==> src/hdl/i2cm_pkg.sv <==
// Package for the I2C master byte engine: request codes, phase encoding,
// engine state and per-tick result types. No dependencies.
package i2cm_pkg;

  localparam int unsigned REQ_W   = 3;
  localparam int unsigned BYTE_W  = 8;
  localparam int unsigned COUNT_W = 3;

  localparam logic [REQ_W-1:0] REQ_TICK  = 3'd0;
  localparam logic [REQ_W-1:0] REQ_START = 3'd1;
  localparam logic [REQ_W-1:0] REQ_STOP  = 3'd2;
  localparam logic [REQ_W-1:0] REQ_WRITE = 3'd3;
  localparam logic [REQ_W-1:0] REQ_READ  = 3'd4;

  localparam logic [BYTE_W-1:0] MSB_MASK = 8'h80;

  // Step positions within the head and tail sequences
  localparam logic [COUNT_W-1:0] STEP_0 = 3'd0;
  localparam logic [COUNT_W-1:0] STEP_1 = 3'd1;
  localparam logic [COUNT_W-1:0] STEP_2 = 3'd2;
  localparam logic [COUNT_W-1:0] LAST_BIT = 3'd7;

  typedef enum logic [7:0] {
    PH_IDLE  = 8'b0000_0001,
    PH_HEAD  = 8'b0000_0010,
    PH_WLOW  = 8'b0000_0100,
    PH_WDATA = 8'b0000_1000,
    PH_WHIGH = 8'b0001_0000,
    PH_RHIGH = 8'b0010_0000,
    PH_RLOW  = 8'b0100_0000,
    PH_TAIL  = 8'b1000_0000
  } phase_t;

  typedef struct packed {
    phase_t              phase;
    logic [REQ_W-1:0]    operation;
    logic [COUNT_W-1:0]  bit_count;
    logic [BYTE_W-1:0]   shift_reg;
    logic                ack_request;
    logic                scl;
    logic                sda;
    logic [BYTE_W-1:0]   rx_hold;
    logic                ack_hold;
  } eng_state_t;

  typedef struct packed {
    logic              scl_level;
    logic              sda_level;
    logic              busy_res;
    logic              done_res;
    logic [BYTE_W-1:0] rx_byte;
    logic              ack_status;
  } tick_res_t;

  localparam eng_state_t STATE_RST = '{
    phase:       PH_IDLE,
    operation:   REQ_TICK,
    bit_count:   '0,
    shift_reg:   '0,
    ack_request: 1'b0,
    scl:         1'b1,
    sda:         1'b1,
    rx_hold:     '0,
    ack_hold:    1'b0
  };

endpackage

==> src/hdl/i2cm_step.sv <==
// Next-state logic of the I2C master byte engine: one pin operation per tick.
// Depends on i2cm_pkg for codes, phases and the state and result structs.
module i2cm_step (
  input  i2cm_pkg::eng_state_t           state_i,
  input  logic [i2cm_pkg::REQ_W-1:0]     req_type,
  input  logic [i2cm_pkg::BYTE_W-1:0]    tx_byte,
  input  logic                           send_ack,
  input  logic                           sda_sample,
  output i2cm_pkg::eng_state_t           state_o,
  output i2cm_pkg::tick_res_t            res_o
);

  i2cm_pkg::eng_state_t         s;
  logic [i2cm_pkg::COUNT_W-1:0] idx;
  logic                         busy;
  logic                         fin;

  always_comb begin
    s    = state_i;
    busy = 1'b0;
    fin  = 1'b0;
    idx  = '0;

    // Take a command only while idle
    if (s.phase == i2cm_pkg::PH_IDLE && req_type >= i2cm_pkg::REQ_START &&
        req_type <= i2cm_pkg::REQ_READ) begin
      s.operation   = req_type;
      s.bit_count   = '0;
      s.ack_request = send_ack;
      if (req_type == i2cm_pkg::REQ_WRITE) begin
        s.shift_reg = tx_byte;
        s.phase     = i2cm_pkg::PH_WLOW;
      end else begin
        s.shift_reg = '0;
        s.phase     = i2cm_pkg::PH_HEAD;
      end
    end

    if (s.phase != i2cm_pkg::PH_IDLE) begin
      busy = 1'b1;
      idx  = s.bit_count;
      unique case (s.phase)
        i2cm_pkg::PH_HEAD: begin
          s.bit_count = idx + 3'd1;
          if (s.operation == i2cm_pkg::REQ_START) begin
            priority if (idx == i2cm_pkg::STEP_0) s.scl = 1'b1;
            else if (idx == i2cm_pkg::STEP_1)     s.sda = 1'b1;
            else if (idx == i2cm_pkg::STEP_2)     s.sda = 1'b0;
            else begin
              s.scl = 1'b0;
              fin   = 1'b1;
            end
          end else if (s.operation == i2cm_pkg::REQ_STOP) begin
            priority if (idx == i2cm_pkg::STEP_0) s.scl = 1'b0;
            else if (idx == i2cm_pkg::STEP_1)     s.sda = 1'b0;
            else if (idx == i2cm_pkg::STEP_2)     s.scl = 1'b1;
            else begin
              s.sda = 1'b1;
              fin   = 1'b1;
            end
          end else begin
            // Read preamble: drop SCL, release SDA, then enter the bit loop
            if (idx == i2cm_pkg::STEP_0) begin
              s.scl = 1'b0;
            end else begin
              s.sda       = 1'b1;
              s.phase     = i2cm_pkg::PH_RHIGH;
              s.bit_count = '0;
            end
          end
        end
        i2cm_pkg::PH_WLOW: begin
          s.scl   = 1'b0;
          s.phase = i2cm_pkg::PH_WDATA;
        end
        i2cm_pkg::PH_WDATA: begin
          s.sda       = |(s.shift_reg & i2cm_pkg::MSB_MASK);
          s.shift_reg = {s.shift_reg[i2cm_pkg::BYTE_W-2:0], 1'b0};
          s.phase     = i2cm_pkg::PH_WHIGH;
        end
        i2cm_pkg::PH_WHIGH: begin
          s.scl = 1'b1;
          if (idx == i2cm_pkg::LAST_BIT) begin
            s.phase     = i2cm_pkg::PH_TAIL;
            s.bit_count = '0;
          end else begin
            s.phase     = i2cm_pkg::PH_WLOW;
            s.bit_count = idx + 3'd1;
          end
        end
        i2cm_pkg::PH_RHIGH: begin
          s.scl       = 1'b1;
          s.shift_reg = {s.shift_reg[i2cm_pkg::BYTE_W-2:0], sda_sample};
          s.phase     = i2cm_pkg::PH_RLOW;
        end
        i2cm_pkg::PH_RLOW: begin
          s.scl = 1'b0;
          if (idx == i2cm_pkg::LAST_BIT) begin
            s.phase     = i2cm_pkg::PH_TAIL;
            s.bit_count = '0;
          end else begin
            s.phase     = i2cm_pkg::PH_RHIGH;
            s.bit_count = idx + 3'd1;
          end
        end
        i2cm_pkg::PH_TAIL: begin
          s.bit_count = idx + 3'd1;
          if (s.operation == i2cm_pkg::REQ_WRITE) begin
            priority if (idx == i2cm_pkg::STEP_0) s.scl = 1'b0;
            else if (idx == i2cm_pkg::STEP_1)     s.sda = 1'b1;
            else if (idx == i2cm_pkg::STEP_2) begin
              // Sample the slave ACK while SCL is high
              s.scl      = 1'b1;
              s.ack_hold = sda_sample;
            end else begin
              s.scl = 1'b0;
              fin   = 1'b1;
            end
          end else begin
            priority if (idx == i2cm_pkg::STEP_0) begin
              if (s.ack_request) s.sda = 1'b0;
            end else if (idx == i2cm_pkg::STEP_1) begin
              s.scl = 1'b1;
            end else begin
              s.scl     = 1'b0;
              s.rx_hold = s.shift_reg;
              fin       = 1'b1;
            end
          end
        end
        default: ;
      endcase
    end

    if (fin) begin
      s.phase     = i2cm_pkg::PH_IDLE;
      s.bit_count = '0;
    end
  end

  assign state_o          = s;
  assign res_o.scl_level  = s.scl;
  assign res_o.sda_level  = s.sda;
  assign res_o.busy_res   = busy;
  assign res_o.done_res   = fin;
  assign res_o.rx_byte    = s.rx_hold;
  assign res_o.ack_status = s.ack_hold;

endmodule

==> src/hdl/i2c_master_byte_engine_unit.sv <==
// Top level of the I2C master byte engine: stream handshake, state and result registers.
// Depends on i2cm_pkg and i2cm_step.
//
//   channel  dir  tdata (low bit first)                         tuser      tlast
//   in_      in   tx_byte[7:0] send_ack[8] sda_sample[9] 0-pad  req_type   -
//   out_     out  scl[0] sda[1] busy[2] rx_byte[10:3] ack[11]   -          done_res
//
// One tick per cycle unless stalled: each accepted transaction updates the engine state and
// loads the result register in the same cycle; the step logic is the only path between them.
// A new transaction is taken while the previous result is being taken.
// Reset (rst_n low, synchronous) releases SCL and SDA and returns the engine to idle.
// A stalled result holds and in_tready falls until it is taken.
module i2c_master_byte_engine_unit (
  input  logic        clk,
  input  logic        rst_n,
  input  logic        in_tvalid,
  output logic        in_tready,
  input  logic [15:0] in_tdata,   // tx_byte[7:0], send_ack[8], sda_sample[9], zero [15:10]
  input  logic [2:0]  in_tuser,   // req_type[2:0]
  output logic        out_tvalid,
  input  logic        out_tready,
  output logic [15:0] out_tdata,  // scl[0], sda[1], busy[2], rx_byte[10:3], ack[11], zero
  output logic        out_tlast   // done_res
);

  i2cm_pkg::eng_state_t state_r, state_nxt;
  i2cm_pkg::tick_res_t  res_nxt;
  i2cm_pkg::tick_res_t  res_r;
  logic                 out_tvalid_r;
  logic                 in_accept;

  assign in_tready = !out_tvalid_r || out_tready;
  assign in_accept = in_tvalid && in_tready;

  i2cm_step u_step (
    .state_i    (state_r),
    .req_type   (in_tuser),
    .tx_byte    (in_tdata[7:0]),
    .send_ack   (in_tdata[8]),
    .sda_sample (in_tdata[9]),
    .state_o    (state_nxt),
    .res_o      (res_nxt)
  );

  always_ff @(posedge clk) begin
    if (!rst_n) begin
      state_r      <= i2cm_pkg::STATE_RST;
      out_tvalid_r <= 1'b0;
    end else if (in_accept) begin
      state_r      <= state_nxt;
      out_tvalid_r <= 1'b1;
    end else if (out_tready) begin
      out_tvalid_r <= 1'b0;
    end
  end

  // Result payload: load on accept, hold otherwise
  always_ff @(posedge clk) begin
    if (in_accept) begin
      res_r <= res_nxt;
    end
  end

  assign out_tvalid = out_tvalid_r;
  assign out_tdata  = {4'd0, res_r.ack_status, res_r.rx_byte, res_r.busy_res,
                       res_r.sda_level, res_r.scl_level};
  assign out_tlast  = res_r.done_res;

endmodule

==> config.mk <==
export PLATFORM = sky130hd
export DESIGN_NAME = i2c_master_byte_engine_unit
export DESIGN_NICKNAME = d
export VERILOG_FILES = /design/src/hdl/i2cm_pkg.sv /design/src/hdl/i2cm_step.sv /design/src/hdl/i2c_master_byte_engine_unit.sv
export SDC_FILE = /design/constraint.sdc
export NUM_CORES = 1
export LEC_CHECK = 0
export BUFFER_PORTS_ARGS = -buffer_cell sky130_fd_sc_hd__buf_2
export CORE_MARGIN = 5
export CORE_UTILIZATION = 44
export DETAILED_ROUTE_END_ITERATION = 12
export PLACE_DENSITY = 0.68
export SLEW_MARGIN = 20
export SYNTH_ARGS = -nofsm -noshare
export SYNTH_HDL_FRONTEND = slang
export SYNTH_SLANG_ARGS = --single-unit
==> constraint.sdc <==
create_clock -name clk -period 3.25 [get_ports clk]
set_input_delay 0.325 -clock clk [delete_from_list [all_inputs] [get_ports clk]]
set_output_delay 0.325 -clock clk [all_outputs]
set_load 0.1 [all_outputs]
==> flow_metrics.tcl <==
set metrics [dict create \
    rsz0062_at_grt "no" \
    synthArstFlopShare 0 \
    ctsRootBufferMaster "clkbuf_8" \
    die-area_um2 8011 \
    port_buffers 31 \
    drive_above_1_share 0.1792 \
    path_buf_inv 0 \
    die-width_um 89.51 \
    setup.worst_path.class "flop to flop" \
    cp_max_fo 11 \
    synth_edf_count 13 \
    cts_tree "yes" \
    final_common_cell "nand2_1" \
    reg2reg_from "state_r[31]" \
    row_count 29 \
    p_per_area_nw_per_um2 475.9 \
    drv_slew 0 \
    max_slew_margin 0.4327 \
    grt.overflow.total 0 \
    rrSetupSlack_ps 370 \
    max_stage_delay_ps 670 \
    clock.fmax_mhz 347.6 \
    place_congestion 0.9167 \
    dp.cells 415 \
    hp-class "primary input to flop" \
    use_met3 0.04055 \
    grt_util_met2 0.2619 \
    postCtsHoldBufs 0 \
    synthCells 324 \
    seq_area_frac_synth 0.3923 \
    grt_pass1_wl_mm 11.34 \
    synth-seq-cells 48 \
    area_growth_pct 10.48 \
    min_to "out_tvalid" \
    dp_hpwl_mm 4.929 \
    fin_setup_tns_ps 0 \
    p_leak_nw 1.093 \
    startpoint_type "flop" \
    num_vias 2479 \
    synth_cell_types 68 \
    path_common_cell "a21oi_1" \
    fin_cells 423 \
    timing.rr.end "state_r[21]" \
    core_region_area_um2 6241 \
    post-route-period-util 0.8853 \
    dieHeight_um 89.51 \
    grt.total_usage 0.1800 \
    yosysWarnings 0 \
    synth.cell_area_um2 2781 \
    grt_max_degree 26 \
    cts_resized 0 \
    synth_ff_type "dfxtp_1" \
    tightest_slew_ps 850.0 \
    worstHoldPathCells 3 \
    clkLatencyLatePin_ps 300 \
    vdd_drop_max_mv 0.2329 \
    first_pass_iters 4 \
    hold_path_startpoint "in_tvalid" \
    busiest_layer "met2" \
    grt_antenna_before_repair 0 \
    final-setup-viol-count 0 \
    clock_path_buffers 2 \
    drtIter0Drc 328 \
    vias_per_cell 5.861 \
    fillers 634 \
    finalHoldViolCount 0 \
    status "finished clean" \
    fin_crit_ps 2877 \
    clock_skew_ps 5.609 \
    nNetsFinal 369 \
    endpoint_kind "flop" \
    cp_slowest_cell "or4_1" \
    numCtsBuffers 5 \
    r2r.worst_path.cells 7 \
    first_global_vias 2341 \
    final_cell_mix "37 x nand2_1, 35 x dfxtp_1, 31 x buf_2, 27 x nor2_1, 23 x a21oi_1" \
    maxCapViolCount 0 \
    arrival_ps 3030 \
    crit_chain "or4_1, o31ai_1, a21oi_1, o41ai_2, a21boi_1, o2111ai_1, a21oi_1" \
    drc_errors 0 \
    cts_sinks 48 \
    io_pins 42 \
    crit_required_ps 3400 \
    wl_mm 6.774 \
    synth_area_per_cell_um2 8.585 \
    use_met1 0.2580 \
    n_antenna_cell 0 \
    initial_core_util 0.4457 \
    postCtsSetupBuffers 0 \
    ant_nets 0 \
    clkTransAtPathRegs_ps 90 \
    post_drt_wl_per_cell_um 16.01 \
    h-tree-depth 2 \
    critical_path.top_delay_family "compound AO/OA/AOI/OAI gates" \
]
worst max-delay path by stage:
stage | end | from | slack, ps | cells after the start
floorplan | out_tdata[0] | out_tvalid | 50 | 5
global placement | state_r[21] | state_r[31] | 460 | 7
detailed placement | state_r[0] | state_r[31] | 430 | 7
CTS | state_r[0] | state_r[31] | 420 | 7
global route | state_r[27] | state_r[31] | 160 | 7
finish | state_r[21] | state_r[31] | 370 | 7
per-layer routing:
metal  vias to the layer above  wire length (um)
li1                       1233                 -
met1                      1147              3105
met2                        86              2982
met3                        13               565
met4                         0               121
met5                         -                 0
kinds of logic (layout without fill, tap and decap cells):
logic type / count (synthesis) / in the layout / share of synthesized area
fa+ha+maj: 1 / 1 / 0.004498
compound gates: 93 / 93 / 0.2303
buf+inv: 36 / 55 / 0.06432
xor+xnor: 7 / 7 / 0.02204
flops: 48 / 48 / 0.3923
mux: 10 / 10 / 0.03734
simple gates: 128 / 128 / 0.2479
other cells: 1 / 4 / 0.001348
worst register-to-register path: stages, from the launching register on:
cell	delay, ps
dfxtp_1	430
or4_1	670
o31ai_1	290
a21oi_1	220
o41ai_2	520
a21boi_1	320
o2111ai_1	180
a21oi_1	90
power breakdown:
| part | internal (mW) | switching, mW | total [mW] |
|---|---|---|---|
| logic | 0.100 | 0.270 | 0.370 |
| registers | 0.641 | 0.0219 | 0.663 |
| clock network | 0.228 | 0.201 | 0.429 |
| total | 0.970 | 0.493 | 1.46 |
per-stage QoR:
| step | hold WS, ps | util | setup slack (ps) | power [mW] | area (um2) |
|---|---|---|---|---|---|
| detailed placement | 451.1 | 0.4745 | 430.3 | 1.044 | 2962 |
| global route | 242.0 | 0.4924 | 162.1 | 1.534 | 3073 |
| global placement | 438.3 | 0.4745 | 462.7 | 1.041 | 2962 |
| finish | 255.0 | 0.4924 | 372.9 | 1.462 | 3073 |
| CTS | 245.8 | 0.4924 | 422.5 | 1.471 | 3073 |
| floorplan | 432.3 | - | 54.89 | 0.9658 | 2793 |
cells in the mapped netlist, types with 8 or more instances:
cell / count / area (um2)
clkbuf_1: 15 / 56.30
nand2_1: 37 / 138.9
o21ai_0: 21 / 105.1
nor2_1: 27 / 101.4
nand3_1: 13 / 65.06
edfxtp_1: 13 / 390.4
a21oi_1: 23 / 115.1
a211oi_1: 9 / 67.56
dfxtp_1: 35 / 700.7
nor3_1: 13 / 65.06
inv_1: 8 / 30.03
a22oi_1: 8 / 60.06
sequential cells by signal, indices dropped and copies added, names as in the netlist:
register / count
out_tlast: 1
out_tvalid: 1
out_tdata: 12
state_r: 34
layout make-up:
| class | instances | area (um2) | share of cell area |
|---|---|---|---|
| multi-input cells | 243 | 1529 | 0.4976 |
| flip-flops and latches | 48 | 1091 | 0.3550 |
| repair buffers | 39 | 215.2 | 0.07003 |
| well taps | 77 | 96.34 | 0.03135 |
| clock buffers | 5 | 68.82 | 0.02239 |
| clock inverters | 3 | 42.54 | 0.01384 |
| inverters | 8 | 30.03 | 0.009772 |
No activity file was read; power rests on OpenSTA's default activity.
